[src/hw/rtl/amr_pipe_ctrl.sv]
// Valid tracking and per-stage load enables for the rotation pipeline.
module amr_pipe_ctrl #(
  parameter int NS = 22
) (
  input  logic          clk_i,
  input  logic          rst_ni,
  input  logic          in_valid_i,
  output logic          in_ready_o,
  output logic          out_valid_o,
  input  logic          out_ready_i,
  output logic [NS-1:0] en_o
);

  localparam logic [NS-1:0] ONES = '1;

  logic [NS-1:0] valid_q;

  // A stage may load when any stage from it to the output holds a bubble,
  // or the output transaction completes, so bubbles collapse under a stall.
  always_comb begin
    for (int i = 0; i < NS; i++) begin
      en_o[i] = out_ready_i || ((valid_q >> i) != (ONES >> i));
    end
  end

  // Valid bits shift along with the data.
  always_ff @(posedge clk_i or negedge rst_ni) begin
    if (!rst_ni) begin
      valid_q <= '0;
    end else begin
      for (int i = 0; i < NS; i++) begin
        if (en_o[i]) begin
          valid_q[i] <= (i == 0) ? in_valid_i : valid_q[(i == 0) ? 0 : i - 1];
        end
      end
    end
  end

  assign in_ready_o  = en_o[0];
  assign out_valid_o = valid_q[NS-1];

  // An accepted transaction occupies the first stage on the next cycle.
  a_accept_fills: assert property (@(posedge clk_i) disable iff (!rst_ni)
    in_valid_i && in_ready_o |=> valid_q[0])
    else $error("accepted transaction did not enter the first stage");

  // A completely full pipeline with a stalled output takes nothing new.
  a_full_stall: assert property (@(posedge clk_i) disable iff (!rst_ni)
    (&valid_q) && !out_ready_i |-> !in_ready_o)
    else $error("full pipeline accepted a transaction under stall");

  // A delivered result with a bubble behind it leaves the output empty.
  a_drain: assert property (@(posedge clk_i) disable iff (!rst_ni)
    valid_q[NS-1] && out_ready_i && !valid_q[NS-2] |=> !valid_q[NS-1])
    else $error("delivered result was repeated");

endmodule

[config.mk]
export PLATFORM = sky130hd
export DESIGN_NAME = amr_pipe_ctrl
export DESIGN_NICKNAME = d
export VERILOG_FILES = /design/src/hw/rtl/amr_pipe_ctrl.sv
export SDC_FILE = /design/constraint.sdc
export NUM_CORES = 1
export LEC_CHECK = 0
export BUFFER_PORTS_ARGS = -buffer_cell sky130_fd_sc_hd__buf_2
export CAP_MARGIN = 5
export CELL_PAD_IN_SITES_DETAIL_PLACEMENT = 1
export CELL_PAD_IN_SITES_GLOBAL_PLACEMENT = 1
export CORE_MARGIN = 10
export CORE_UTILIZATION = 38
export CTS_CLUSTER_SIZE = 28
export DETAILED_ROUTE_END_ITERATION = 10
export HOLD_SLACK_MARGIN = 0.06
export MAX_ROUTING_LAYER = met4
export PLACE_DENSITY_LB_ADDON = 0.3
export REMOVE_ABC_BUFFERS = 1
export SLEW_MARGIN = 10
export SYNTH_ARGS = -nofsm -noshare
export SYNTH_HDL_FRONTEND = slang
export SYNTH_SLANG_ARGS = --single-unit
[constraint.sdc]
create_clock -name clk_i -period 2.5 [get_ports clk_i]
set_clock_uncertainty 0.15 [all_clocks]
set_input_delay 0.5 -clock clk_i [delete_from_list [all_inputs] [get_ports clk_i]]
set_output_delay 0.5 -clock clk_i [all_outputs]
set_load 0.01 [all_outputs]
==> results.ini <==
[grt]
grt_pass1_vias = 842
grt_pass1_wl_mm = 4.105
gr-total-overflow = 0
grt_use_total_pct = 9.887
grt_max_degree = 23
antenna_found_initial = 0

[worst_hold_path]
hp-class = in -> reg

[die]
fp.dieH_um = 71.45
die_x_um = 71.45
rows = 18
ios = 28
die_area_um2 = 5105
core_um2 = 2500
start_util_pct = 40.24

[place]
gp_congestion = 0.6855
dp_cells = 142
place_area_um2 = 1159
portBuffers = 27
hpwlAfterDp_mm = 1.780

[clock_network]
cts_buffers = 3
clock-root-buffer = clkbuf_4
clockBufferDepth = 2
clkTransAtPathRegs_ns = 0.13
htreeDepth = 1
clkSinkCount = 22
cts_tree = built
clkLatencyLatePin_ns = 0.31

[setup_path]
cp_data_arrival_time_ns = 1.75
endpoint_kind = primary output
worstSetupStartpointType = register
required_ns = 1.85
crit_fanout = 9
worstSetupPathType = reg -> out

[drt]
num_vias = 824
drc_errors = 0
wl_mm = 2.614
drtAntennaViolNets = 0
vias_per_cell = 5.493
drt-pass1-iter-count = 4
drt-wirelength-per-cell_um = 17.43
drtIter0Drc = 18

[synthesis]
yosysTopAreaCellShare_pct = 54.73
synth_area_leaders = dfrtp_1, a31o_2, nand3_1
synthFlopType = dfrtp_1
synth_top_family_by_area = simple AND/OR/NAND/NOR gates
synth_top_area_cell = dfrtp_1
ys_async_sr_fraction_pct = 100.0
synthSimpleGateAreaFrac_pct = 24.63
syn_inst = 91
synthDistinctLibCells = 27
syn_avg_cell_area_um2 = 11.05
yosysSeqAreaShare_pct = 54.73
synth_common_cells = dfrtp_1, nand3_1, a31o_2
syn_area_um2 = 1006
synthMuxAreaShare_pct = 0
synth_adder_area_share_pct = 0
ys_ff_latch = 22
synth_xor_area_share_pct = 0
synthMostInstantiatedCell = dfrtp_1
synth-compound-area-share_pct = 15.17
yosys_warnings = 0
synth-edff-count = 0

[final_layout]
nets = 125
antenna_cells = 0
drive_above_1_share_pct = 45.00
top_regs = valid_q x22
area_growth_pct = 24.01
top_register = valid_q
final-instance-count-excl-fill = 150
largest_register_ff_count = 22
final_area_um2 = 1247

[sta]
slew_headroom_pct = 67.14
period_share_pct = 96.13
drv_slew = 0
finalSetupViolations = 0
rsz0062_at_grt = false
fin_crit_ns = 2.403
max_freq_ghz = 0.4161
hold_viol = 0
fin_tns_setup_ns = 0
tightest_slew_ns = 0.4928

[flow_run]
cap_violations = 0

[power]
p_leak_nw = 0.5420
irDropWorstVdd_v = 0.0004212
p_per_area_nw_per_um2 = 630.2

[status]
outcome = finished, final reports clean

## placed cells by master, fill, tap and decap left out, drive strengths merged
cell         Yosys  routed
nand2            7       7
dlygate4sd3      0       1
nand4            5       5
and4             2       2
a41o             4       4
buf              5      30
or2              1       1
clkbuf           2       5
a21o             5       5
nand2b           3       3
dfrtp           22      22
nor2             3       3
a31o             8       8
nand3b           1       1
nand3           11      11
nor4             1       1
inv              4       4
and4b            1       1
and3             4       4
or2b             1       1
and2             1       1
## per-stage QoR
step	util (%)	hold slack (ns)	worst slack, ns	power [W]
after floorplan	-	0.05441	0.05492	0.0005207
after global placement	46.35	0.2905	0.1591	0.0005760
after detailed placement	46.35	0.3069	0.1022	0.0005855
after CTS	48.20	0.2138	0.009657	0.0007849
after global routing	49.90	0.2168	0.02269	0.0008246
final	49.90	0.2251	0.09683	0.0007861
## routing by layer
| metal | part of all wire, % | vias to the layer above | track usage [%] |
|---|---|---|---|
| met4 | 0.46 | 0 | 3.871 |
| met3 | 5.9 | 2 | 2.893 |
| met2 | 52 | 17 | 15.49 |
| li1 | - | 392 | - |
| met5 | 0 | - | - |
| met1 | 41 | 413 | 11.63 |
## where the power goes
| part | internal (W) | switching [W] | total, W | leakage (nW) |
|---|---|---|---|---|
| combinational | 0.0000634 | 0.0000922 | 0.000156 | 0.274 |
| clock | 0.0000889 | 0.000115 | 0.000204 | 0.0210 |
| sequential | 0.000391 | 0.0000356 | 0.000427 | 0.247 |
| total | 0.000544 | 0.000243 | 0.000786 | 0.542 |
## area by class of cell
cell class                 count  area [um^2]
inverter                       4        15.01
sequential                    22        550.5
fill                         279         1252
tap                           30        37.54
multi-input combinational     58        402.9
clock buffer                   4        36.28
timing repair buffer          32        205.2
## critical path, cell delays in order, from the launching register on
cell and delay [ns]:
dfrtp_1 0.48, nand3_1 0.19, nor4_4 0.34, buf_12 0.17
nand4_1 0.10, buf_2 0.16
## kinds of logic after synthesis
kind of cell / after synthesis
AO/OA/AOI/OAI: 17
buffers and inverters: 11
flip-flops: 22
AND/OR/NAND/NOR: 41
## final timing paths
| path | start | to | slack [ns] | depth (start not counted) |
|---|---|---|---|---|
| min in group asynchronous | rst_ni | valid_q[20] | 0.51 | 2 |
| setup reg to reg | valid_q[16] | valid_q[3] | 0.78 | 5 |
| max in group asynchronous | rst_ni | valid_q[13] | 1.34 | 2 |
| hold / removal | in_valid_i | valid_q[0] | 0.23 | 2 |
| setup / recovery | valid_q[16] | en_o[3] | 0.1 | 5 |
| hold reg to reg | valid_q[19] | valid_q[20] | 0.33 | 1 |
## timing repair
item                                    4_1_cts  5_1_grt
hold buffers                                  1        0
resized for setup                             0        1
hold endpoints to repair                     22        0
setup buffers                                 0        2
endpoints found under the setup margin        0       10
Note: power is estimated with default switching activity, not from simulation.
